File: src/design/csbf_pkg.sv
// Shared types, constants and microcode for the cascaded shelf biquad filter.
// No dependencies; used by the sequencer, datapath and top level.
package csbf_pkg;

  localparam int COEF_BITS      = 32;
  localparam int CFG_BITS       = 64;
  localparam int CFG_IDX_BITS   = 3;
  localparam int COEF_NUM       = 5;
  localparam int STATE_BITS     = 44;
  localparam int STATE_FRAC     = 39;
  localparam int TERM_LIMIT_EXP = 60;
  localparam int STEP_BITS      = 4;

  localparam logic [STEP_BITS-1:0] STEP_HOME = '0;

  localparam logic [COEF_NUM-1:0][CFG_BITS-1:0] COEF_RESET = {
    64'h0, 64'h0, 64'h0, 64'h0, 64'h1000_0000_1000_0000
  };

  typedef enum logic [CFG_IDX_BITS-1:0] {
    REG_B0_PAIR = 3'd0,
    REG_B1_PAIR = 3'd1,
    REG_B2_PAIR = 3'd2,
    REG_A1_PAIR = 3'd3,
    REG_A2_PAIR = 3'd4
  } cfg_reg_t;

  typedef enum logic [1:0] {
    JMP_NEXT,
    JMP_WAIT_IN,
    JMP_WAIT_OUT,
    JMP_HOME
  } jmp_t;

  typedef enum logic {
    STAGE_HIGH,
    STAGE_LOW
  } stage_t;

  typedef enum logic {
    OPND_IN,
    OPND_Y
  } opnd_t;

  typedef enum logic [2:0] {
    ACC_NOP,
    ACC_A_T_D1,
    ACC_A_T_D2,
    ACC_B_T,
    ACC_D1_WB,
    ACC_D2_WB
  } acc_op_t;

  typedef struct packed {
    jmp_t     jmp;
    logic     mul_en;
    stage_t   mul_stage;
    cfg_reg_t coef;
    opnd_t    opnd;
    acc_op_t  acc_op;
    stage_t   acc_stage;
    logic     y_ld;
    logic     out_ld;
  } ctrl_t;

  function automatic ctrl_t uop(input jmp_t jmp, input logic mul_en, input stage_t mul_stage,
                                input cfg_reg_t coef, input opnd_t opnd, input acc_op_t acc_op,
                                input stage_t acc_stage, input logic y_ld, input logic out_ld);
    return '{jmp, mul_en, mul_stage, coef, opnd, acc_op, acc_stage, y_ld, out_ld};
  endfunction

  // one control word per step; each product is registered in prod_r before the step that uses it
  function automatic ctrl_t ucode_rom(input logic [STEP_BITS-1:0] step);
    case (step)
      4'd0:  return uop(JMP_WAIT_IN,  1'b0, STAGE_HIGH, REG_B0_PAIR, OPND_IN, ACC_NOP,
                        STAGE_HIGH, 1'b0, 1'b0);
      4'd1:  return uop(JMP_NEXT, 1'b1, STAGE_HIGH, REG_B0_PAIR, OPND_IN, ACC_NOP,
                        STAGE_HIGH, 1'b0, 1'b0);
      4'd2:  return uop(JMP_NEXT, 1'b1, STAGE_HIGH, REG_B1_PAIR, OPND_IN, ACC_A_T_D1,
                        STAGE_HIGH, 1'b0, 1'b0);
      4'd3:  return uop(JMP_NEXT, 1'b1, STAGE_HIGH, REG_B2_PAIR, OPND_IN, ACC_A_T_D2,
                        STAGE_HIGH, 1'b1, 1'b0);
      4'd4:  return uop(JMP_NEXT, 1'b1, STAGE_HIGH, REG_A1_PAIR, OPND_Y, ACC_B_T,
                        STAGE_HIGH, 1'b0, 1'b0);
      4'd5:  return uop(JMP_NEXT, 1'b1, STAGE_HIGH, REG_A2_PAIR, OPND_Y, ACC_D1_WB,
                        STAGE_HIGH, 1'b0, 1'b0);
      4'd6:  return uop(JMP_NEXT, 1'b1, STAGE_LOW, REG_B0_PAIR, OPND_Y, ACC_D2_WB,
                        STAGE_HIGH, 1'b0, 1'b0);
      4'd7:  return uop(JMP_NEXT, 1'b1, STAGE_LOW, REG_B1_PAIR, OPND_Y, ACC_A_T_D1,
                        STAGE_LOW, 1'b0, 1'b0);
      4'd8:  return uop(JMP_NEXT, 1'b1, STAGE_LOW, REG_B2_PAIR, OPND_Y, ACC_A_T_D2,
                        STAGE_LOW, 1'b1, 1'b0);
      4'd9:  return uop(JMP_NEXT, 1'b1, STAGE_LOW, REG_A1_PAIR, OPND_Y, ACC_B_T,
                        STAGE_LOW, 1'b0, 1'b0);
      4'd10: return uop(JMP_NEXT, 1'b1, STAGE_LOW, REG_A2_PAIR, OPND_Y, ACC_D1_WB,
                        STAGE_LOW, 1'b0, 1'b0);
      4'd11: return uop(JMP_NEXT, 1'b0, STAGE_LOW, REG_B0_PAIR, OPND_Y, ACC_D2_WB,
                        STAGE_LOW, 1'b0, 1'b0);
      4'd12: return uop(JMP_WAIT_OUT, 1'b0, STAGE_LOW, REG_B0_PAIR, OPND_Y, ACC_NOP,
                        STAGE_LOW, 1'b0, 1'b1);
      default: return uop(JMP_HOME, 1'b0, STAGE_HIGH, REG_B0_PAIR, OPND_IN, ACC_NOP,
                          STAGE_HIGH, 1'b0, 1'b0);
    endcase
  endfunction

endpackage

File: src/design/csbf_sequencer.sv
// Step counter and microcode table readout for the biquad cascade.
// Depends on csbf_pkg.
module csbf_sequencer (
  input  logic                clk,
  input  logic                rst_n,
  input  logic                in_valid,
  input  logic                out_free,
  output csbf_pkg::ctrl_t     ctrl,
  output logic                in_take
);

  logic [csbf_pkg::STEP_BITS-1:0] step_r;
  logic [csbf_pkg::STEP_BITS-1:0] step_nxt;

  assign ctrl    = csbf_pkg::ucode_rom(step_r);
  assign in_take = (ctrl.jmp == csbf_pkg::JMP_WAIT_IN);

  always_comb begin
    case (ctrl.jmp)
      csbf_pkg::JMP_NEXT:     step_nxt = csbf_pkg::STEP_BITS'(step_r + 1'b1);
      csbf_pkg::JMP_WAIT_IN:  step_nxt = in_valid ? csbf_pkg::STEP_BITS'(step_r + 1'b1)
                                                  : step_r;
      csbf_pkg::JMP_WAIT_OUT: step_nxt = out_free ? csbf_pkg::STEP_HOME : step_r;
      default:                step_nxt = csbf_pkg::STEP_HOME;
    endcase
  end

  always_ff @(posedge clk) begin
    if (!rst_n) begin
      step_r <= csbf_pkg::STEP_HOME;
    end else begin
      step_r <= step_nxt;
    end
  end

endmodule

File: src/design/csbf_datapath.sv
// Shared multiplier, term alignment, two accumulators and delay state.
// Depends on csbf_pkg; driven by the control word of csbf_sequencer.
module csbf_datapath #(
  parameter int SAMPLE_BITS    = 24,
  parameter int COEF_FRAC_BITS = 28
) (
  input  logic                                               clk,
  input  logic                                               rst_n,
  input  csbf_pkg::ctrl_t                                    ctrl,
  input  logic [csbf_pkg::COEF_NUM-1:0][csbf_pkg::CFG_BITS-1:0] coef_bank,
  input  logic signed [SAMPLE_BITS-1:0]                      x_in,
  output logic signed [SAMPLE_BITS-1:0]                      y_out
);

  localparam int PROD_W     = csbf_pkg::COEF_BITS + SAMPLE_BITS;
  localparam int WIDE_W     = PROD_W + 16;
  localparam int TERM_SHIFT = SAMPLE_BITS - 1 + COEF_FRAC_BITS - csbf_pkg::STATE_FRAC;
  localparam int RSH        = (TERM_SHIFT > 0) ? TERM_SHIFT : 0;
  localparam int LSH        = (TERM_SHIFT < 0) ? -TERM_SHIFT : 0;
  localparam int TERM_W     = csbf_pkg::TERM_LIMIT_EXP + 2;
  localparam int ACC_W      = TERM_W + 1;
  localparam int OUT_SHIFT  = csbf_pkg::STATE_FRAC - (SAMPLE_BITS - 1);

  localparam logic signed [WIDE_W-1:0] TERM_HALF = (WIDE_W'(1) << RSH) >> 1;
  localparam logic signed [WIDE_W-1:0] TERM_MAX  = WIDE_W'(1) << csbf_pkg::TERM_LIMIT_EXP;
  localparam logic signed [WIDE_W-1:0] TERM_MIN  = -TERM_MAX;
  localparam logic signed [ACC_W-1:0]  Y_HALF    = ACC_W'(1) << (OUT_SHIFT - 1);
  localparam logic signed [ACC_W-1:0]  Y_MAX     = (ACC_W'(1) << (SAMPLE_BITS - 1)) - 1;
  localparam logic signed [ACC_W-1:0]  Y_MIN     = -(ACC_W'(1) << (SAMPLE_BITS - 1));
  localparam logic signed [ACC_W-1:0]  ST_MAX    =
    (ACC_W'(1) << (csbf_pkg::STATE_BITS - 1)) - 1;
  localparam logic signed [ACC_W-1:0]  ST_MIN    =
    -(ACC_W'(1) << (csbf_pkg::STATE_BITS - 1));

  logic [csbf_pkg::CFG_BITS-1:0]             pair_w;
  logic signed [csbf_pkg::COEF_BITS-1:0]     coef_w;
  logic signed [SAMPLE_BITS-1:0]             opnd_w;
  logic signed [PROD_W-1:0]                  prod_nxt;
  logic signed [PROD_W-1:0]                  prod_r;
  logic signed [WIDE_W-1:0]                  wide_w;
  logic signed [WIDE_W-1:0]                  shifted_w;
  logic signed [TERM_W-1:0]                  term_w;
  logic signed [ACC_W-1:0]                   acc_a_r;
  logic signed [ACC_W-1:0]                   acc_a_nxt;
  logic signed [ACC_W-1:0]                   acc_b_r;
  logic signed [ACC_W-1:0]                   acc_b_nxt;
  logic signed [ACC_W-1:0]                   yr_w;
  logic signed [SAMPLE_BITS-1:0]             y_sat_w;
  logic signed [SAMPLE_BITS-1:0]             y_r;
  logic signed [ACC_W-1:0]                   wb_w;
  logic signed [csbf_pkg::STATE_BITS-1:0]    wb_sat_w;
  logic signed [csbf_pkg::STATE_BITS-1:0]    d_sel_w;
  logic signed [csbf_pkg::STATE_BITS-1:0]    d1_r [2];
  logic signed [csbf_pkg::STATE_BITS-1:0]    d2_r [2];

  // coefficient pick: low half feeds the high shelf, upper half the low shelf
  always_comb begin
    case (ctrl.coef)
      csbf_pkg::REG_B0_PAIR: pair_w = coef_bank[0];
      csbf_pkg::REG_B1_PAIR: pair_w = coef_bank[1];
      csbf_pkg::REG_B2_PAIR: pair_w = coef_bank[2];
      csbf_pkg::REG_A1_PAIR: pair_w = coef_bank[3];
      csbf_pkg::REG_A2_PAIR: pair_w = coef_bank[4];
      default:               pair_w = '0;
    endcase
    if (ctrl.mul_stage == csbf_pkg::STAGE_HIGH) begin
      coef_w = pair_w[csbf_pkg::COEF_BITS-1:0];
    end else begin
      coef_w = pair_w[csbf_pkg::CFG_BITS-1:csbf_pkg::COEF_BITS];
    end
  end

  assign opnd_w   = (ctrl.opnd == csbf_pkg::OPND_IN) ? x_in : y_r;
  assign prod_nxt = coef_w * opnd_w;

  // align product to the state fraction, round half up, clamp
  always_comb begin
    wide_w    = WIDE_W'(prod_r);
    shifted_w = ((wide_w + TERM_HALF) >>> RSH) <<< LSH;
    if (shifted_w > TERM_MAX) begin
      term_w = TERM_W'(TERM_MAX);
    end else if (shifted_w < TERM_MIN) begin
      term_w = TERM_W'(TERM_MIN);
    end else begin
      term_w = TERM_W'(shifted_w);
    end
  end

  // stage output: round half up to sample fraction, saturate
  always_comb begin
    yr_w = (acc_a_r + Y_HALF) >>> OUT_SHIFT;
    if (yr_w > Y_MAX) begin
      y_sat_w = SAMPLE_BITS'(Y_MAX);
    end else if (yr_w < Y_MIN) begin
      y_sat_w = SAMPLE_BITS'(Y_MIN);
    end else begin
      y_sat_w = SAMPLE_BITS'(yr_w);
    end
  end

  assign d_sel_w = (ctrl.acc_op == csbf_pkg::ACC_A_T_D1) ? d1_r[ctrl.acc_stage]
                                                         : d2_r[ctrl.acc_stage];

  always_comb begin
    acc_a_nxt = acc_a_r;
    acc_b_nxt = acc_b_r;
    case (ctrl.acc_op)
      csbf_pkg::ACC_A_T_D1,
      csbf_pkg::ACC_A_T_D2: acc_a_nxt = ACC_W'(term_w) + ACC_W'(d_sel_w);
      csbf_pkg::ACC_B_T:    acc_b_nxt = ACC_W'(term_w);
      default: ;
    endcase
  end

  // delay update: partial sum minus feedback term, saturate to state range
  always_comb begin
    if (ctrl.acc_op == csbf_pkg::ACC_D1_WB) begin
      wb_w = acc_a_r - ACC_W'(term_w);
    end else begin
      wb_w = acc_b_r - ACC_W'(term_w);
    end
    if (wb_w > ST_MAX) begin
      wb_sat_w = csbf_pkg::STATE_BITS'(ST_MAX);
    end else if (wb_w < ST_MIN) begin
      wb_sat_w = csbf_pkg::STATE_BITS'(ST_MIN);
    end else begin
      wb_sat_w = csbf_pkg::STATE_BITS'(wb_w);
    end
  end

  always_ff @(posedge clk) begin
    if (ctrl.mul_en) begin
      prod_r <= prod_nxt;
    end
    if (ctrl.y_ld) begin
      y_r <= y_sat_w;
    end
    acc_a_r <= acc_a_nxt;
    acc_b_r <= acc_b_nxt;
  end

  always_ff @(posedge clk) begin
    if (!rst_n) begin
      d1_r[0] <= '0;
      d1_r[1] <= '0;
      d2_r[0] <= '0;
      d2_r[1] <= '0;
    end else begin
      if (ctrl.acc_op == csbf_pkg::ACC_D1_WB) begin
        d1_r[ctrl.acc_stage] <= wb_sat_w;
      end
      if (ctrl.acc_op == csbf_pkg::ACC_D2_WB) begin
        d2_r[ctrl.acc_stage] <= wb_sat_w;
      end
    end
  end

  assign y_out = y_r;

endmodule

File: src/design/cascaded_shelf_biquad_filter_unit.sv
// Top level of the cascaded shelf biquad filter: coefficient registers,
// input latch, output register. Depends on csbf_pkg, csbf_sequencer, csbf_datapath.
//
// Each sample runs through a high shelf then a low shelf biquad (transposed
// direct form II). One sample is in flight at a time: a request is taken,
// then twelve microcode steps drive a single shared 32 x SAMPLE_BITS
// multiplier through ten products before the next request can be taken.
// The finished sample sits in an output register; the sequencer waits on
// it only if the previous result is still untaken. Coefficient writes take
// effect at once and belong in idle time. Delay state resets to zero,
// coefficients to unity gain.
module cascaded_shelf_biquad_filter_unit #(
  parameter int SAMPLE_BITS    = 24,
  parameter int COEF_FRAC_BITS = 28
) (
  input  logic                                   clk,
  input  logic                                   rst_n,
  input  logic                                   cfg_wr_en,
  input  logic [csbf_pkg::CFG_IDX_BITS-1:0]      cfg_index,
  input  logic [csbf_pkg::CFG_BITS-1:0]          cfg_data,
  input  logic                                   in_valid,
  output logic                                   in_ready,
  input  logic signed [SAMPLE_BITS-1:0]          in_sample_in,
  input  logic                                   in_last_of_block,
  output logic                                   out_valid,
  input  logic                                   out_ready,
  output logic signed [SAMPLE_BITS-1:0]          out_sample_out,
  output logic                                   out_end_of_block
);

  logic [csbf_pkg::COEF_NUM-1:0][csbf_pkg::CFG_BITS-1:0] coef_r;
  logic signed [SAMPLE_BITS-1:0]                         x_in_r;
  logic                                                  last_r;
  logic                                                  out_valid_r;
  logic signed [SAMPLE_BITS-1:0]                         out_sample_r;
  logic                                                  out_eob_r;
  logic signed [SAMPLE_BITS-1:0]                         y_w;
  logic                                                  out_free;
  logic                                                  out_load;
  logic                                                  in_take;
  csbf_pkg::ctrl_t                                       ctrl;

  assign out_free = !out_valid_r || out_ready;
  assign out_load = ctrl.out_ld && out_free;
  assign in_ready = in_take;

  csbf_sequencer u_seq (
    .clk      (clk),
    .rst_n    (rst_n),
    .in_valid (in_valid),
    .out_free (out_free),
    .ctrl     (ctrl),
    .in_take  (in_take)
  );

  csbf_datapath #(
    .SAMPLE_BITS    (SAMPLE_BITS),
    .COEF_FRAC_BITS (COEF_FRAC_BITS)
  ) u_dp (
    .clk       (clk),
    .rst_n     (rst_n),
    .ctrl      (ctrl),
    .coef_bank (coef_r),
    .x_in      (x_in_r),
    .y_out     (y_w)
  );

  always_ff @(posedge clk) begin
    if (!rst_n) begin
      coef_r <= csbf_pkg::COEF_RESET;
    end else if (cfg_wr_en) begin
      case (cfg_index)
        csbf_pkg::REG_B0_PAIR: coef_r[0] <= cfg_data;
        csbf_pkg::REG_B1_PAIR: coef_r[1] <= cfg_data;
        csbf_pkg::REG_B2_PAIR: coef_r[2] <= cfg_data;
        csbf_pkg::REG_A1_PAIR: coef_r[3] <= cfg_data;
        csbf_pkg::REG_A2_PAIR: coef_r[4] <= cfg_data;
        default: ;
      endcase
    end
  end

  always_ff @(posedge clk) begin
    if (in_valid && in_take) begin
      x_in_r <= in_sample_in;
      last_r <= in_last_of_block;
    end
    if (out_load) begin
      out_sample_r <= y_w;
      out_eob_r    <= last_r;
    end
  end

  always_ff @(posedge clk) begin
    if (!rst_n) begin
      out_valid_r <= 1'b0;
    end else if (out_load) begin
      out_valid_r <= 1'b1;
    end else if (out_ready) begin
      out_valid_r <= 1'b0;
    end
  end

  assign out_valid        = out_valid_r;
  assign out_sample_out   = out_sample_r;
  assign out_end_of_block = out_eob_r;

endmodule

File: config.mk
export PLATFORM = sky130hd
export DESIGN_NAME = cascaded_shelf_biquad_filter_unit
export DESIGN_NICKNAME = d
export VERILOG_FILES = /design/src/design/csbf_pkg.sv /design/src/design/csbf_sequencer.sv /design/src/design/csbf_datapath.sv /design/src/design/cascaded_shelf_biquad_filter_unit.sv
export SDC_FILE = /design/constraint.sdc
export NUM_CORES = 2
export LEC_CHECK = 0
export ABC_AREA = 1
export BUFFER_PORTS_ARGS = -buffer_cell sky130_fd_sc_hd__buf_2
export CAP_MARGIN = 30
export CORE_MARGIN = 3
export CORE_UTILIZATION = 40
export DETAILED_ROUTE_END_ITERATION = 8
export PLACE_DENSITY = 0.65
export SLEW_MARGIN = 40
export SYNTH_ARGS = -nofsm -noshare
export SYNTH_HDL_FRONTEND = slang
export SYNTH_HIERARCHICAL = 1
export SYNTH_SLANG_ARGS = --single-unit
File: constraint.sdc
create_clock -name clk -period 7.7 [get_ports clk]
set_input_delay 1.155 -clock clk [delete_from_list [all_inputs] [get_ports clk]]
set_output_delay 1.155 -clock clk [all_outputs]
set_load 0.03 [all_outputs]
==> results.cfg <==
[timing]
relSlewSlack_pct = 41.0
final_hold_viol_count = 0
min_period_ns = 7.69
grt_setup_unrepaired = yes
tightest_slew_ns = 0.886
fin_crit_sh_pct = 99.9
finalSetupViolCount = 0
fmax_mhz = 130
skew_ns = 0.0748
slew_violations = 0
hold_ws_ns = 0.423
fin_ws_ns = 0.00774

[synthesis]
synthArstFlopShare_pct = 0
synthCells = 9102
yosys_warnings = 6
synth.cell_area_um2 = 71500
ys_types = 65
synth.area.top_cells = fa_1, edfxtp_1, nand2_1, dfxtp_1, inv_1
synth_flop_cell = edfxtp_1
synth_top_area_share_pct = 22.0
synth_area_leader_cell = fa_1
synth_edf_count = 403
yosysSeqAreaShare_pct = 26.4
synth_nets = 10200
syn_avg_cell_area_um2 = 7.85
ys_ff_latch = 741

[cells_and_area]
area_delta_synth_final_pct = 18.9
final_nets = 10700
drive_gt1_share_pct = 18.4

[floorplan]
die_area_um2 = 184000
start_util_pct = 40.4
rows = 154
die_x_um = 429
core_region_area_um2 = 177000
io_pins = 124
chipHeight_um = 429

[route]
antenna_left = 0
viasPerCell = 5.27
vias = 63200
drt_first_pass_iters = 7
wl_um = 244000
drc = 0
drtIter0Drc = 6376
routedWlPerCell_um = 20.3

[critical_path]
cp_slowest_cell = fa_2
arrival_ns = 8.15
max_stage_delay_ns = 0.63
worst-setup-path-type = reg2reg
worstSetupEndpointType = flip-flop
critPathMostFrequentCell = fa_1
worst-path-max-fanout = 6
crit_path_start_kind = flip-flop
critPathRequiredTime_ns = 8.16

[global_routing]
grt_pass1_vias = 62600
grt_pass1_wl_um = 371000
antenna_found_initial = 8
grt_use_total_pct = 26.0
grt_overflow = 0
grt_max_degree = 112

[cts]
cts_root_buf = clkbuf_16
h-tree-depth = 3
path_clk_slew_ns = 0.06
cts_buffers = 87
cts_buffer_depth = 3
clock_latency_ns = 0.78
cts_tree = yes
cts.sink_count = 741

[outcome]
status = finished, final reports clean

[placed_design]
gp_congestion = 1.01
portBuffers = 123
hpwl_um = 188000
dp_slack_ns = -0.423

[flow_run]
drv_cap = 0

[min_path]
hold_class = reg2reg
## flip-flops by register name, indices dropped and copies added (netlist names)
signal / count
coef_r: 320
u_dp/d1_r: 88
u_dp/d2_r: 88
u_dp/acc_a_r: 63
u_dp/acc_b_r: 45
u_dp/prod_r: 45
out_sample_out: 24
u_dp/y_out: 24
x_in_r: 24
u_seq/ctrl: 13
u_seq/step_r: 4
last_r: 1
out_end_of_block: 1
out_valid: 1
## synthesized netlist by cell type, types with 47 or more instances
cell type / n
a21oi_1: 251
a21oi_2: 153
a221oi_1: 54
a32o_1: 52
buf_2: 63
clkbuf_1: 194
dfxtp_1: 338
edfxtp_1: 403
fa_1: 784
ha_1: 259
inv_1: 1609
nand2_1: 2085
nand2_4: 49
nand3_1: 482
nand4_1: 64
nor2_1: 1294
o211ai_1: 50
o21ai_0: 206
or2_2: 47
xnor2_1: 48
xor2_1: 163
## kinds of logic (layout without fill, tap and decap cells)
family | after synthesis | count (layout) | share of synthesized area [%]
and+or+nand+nor | 4172 | 4172 | 24.4
adders and majority gates | 1043 | 1043 | 26.5
DFF | 741 | 741 | 26.4
AOI/OAI and AO/OA | 878 | 878 | 8.11
buffers and inverters | 2011 | 2558 | 11.3
muxes | 46 | 46 | 0.646
other | 0 | 3 | 0
xor gates and xnor gates | 211 | 211 | 2.59
## critical path: cells and delay by family, from the launching register on
family / cells / cell delay [ns]
XOR/XNOR: 1 / 0.09
buffers and inverters: 12 / 1.30
flip-flops: 1 / 0.39
AO/OA/AOI/OAI: 4 / 0.81
adder cells (fa/ha/maj): 8 / 3.85
AND/OR/NAND/NOR: 10 / 0.97
## final cells by class
class	instances	area (um^2)
sequential	741	18900
tap	2340	2930
timing repair buffer	766	7050
clock buffer	110	2340
antenna	3	7.51
clock inverter	40	493
multi-input combinational	6350	47000
fill	17000	91900
inverter	1642	6210
## path summary, 6_finish.rpt
| path | slack (ns) | end | depth (start not counted) | from |
|---|---|---|---|---|
| setup / recovery | 0.008 | u_dp/prod_r[53] | 35 | u_seq/ctrl[8] |
| setup reg to reg | 0.008 | u_dp/prod_r[53] | 35 | u_seq/ctrl[8] |
| hold reg to reg | 0.42 | out_end_of_block | 0 | last_r |
| hold / removal | 0.42 | out_end_of_block | 0 | last_r |
## repair_timing
| action | CTS | global route |
|---|---|---|
| gates cloned | 2 | 7 |
| resized for setup | 152 | 601 |
| setup endpoints to repair | 39 | 42 |
| setup buffers | 8 | 52 |
| hold buffers | 0 | 0 |
| pin swaps | 72 | 254 |
## cells in the final DEF, fill, tap and decap left out, drive strengths merged, types with 7 or more instances in the layout
cell       n
or2       48
clkbuf   117
clkinv    28
o21a       8
dfxtp    338
nor4      30
a21boi     7
nand4     64
a32o      52
a21o      12
o211ai    50
ha       259
inv     1645
nor2    1321
nand2   2145
a221oi    54
a31oi     33
a21oi    404
nand3    491
o21ai    221
mux2i     45
xnor2     48
a22oi      7
edfxtp   403
buf      759
fa       784
xor2     163
nor3      46
o21bai    12
nand3b    14
## metal layers
metal  global-route usage [%]  share of wire (%)  up-vias
met1                     37.3                 44    31000
met4                     7.95                3.2        0
li1                         -                  -    29200
met3                     5.00                9.0      396
met2                     39.6                 44     2609
met5                        0                  0        -
## per-stage QoR
| step | cell area [um^2] | setup TNS [ns] | cells | util, % |
|---|---|---|---|---|
| 6_report | 84900 | 0 | 12000 | 48.0 |
| 5_1_grt | 84900 | -3.70 | 12000 | 48.0 |
| 4_1_cts | 82000 | -0.0129 | 11900 | 46.4 |
| 3_5_place_dp | 78500 | -6.73 | 11800 | 44.4 |
| 3_3_place_gp | 78300 | -5.64 | 11800 | 44.3 |
| 2_1_floorplan | 71500 | 0 | 9102 | - |
Power is left out: the tool's default activity adds up to more than one toggle a clock period on the data nets, which glitch-free logic cannot reach.
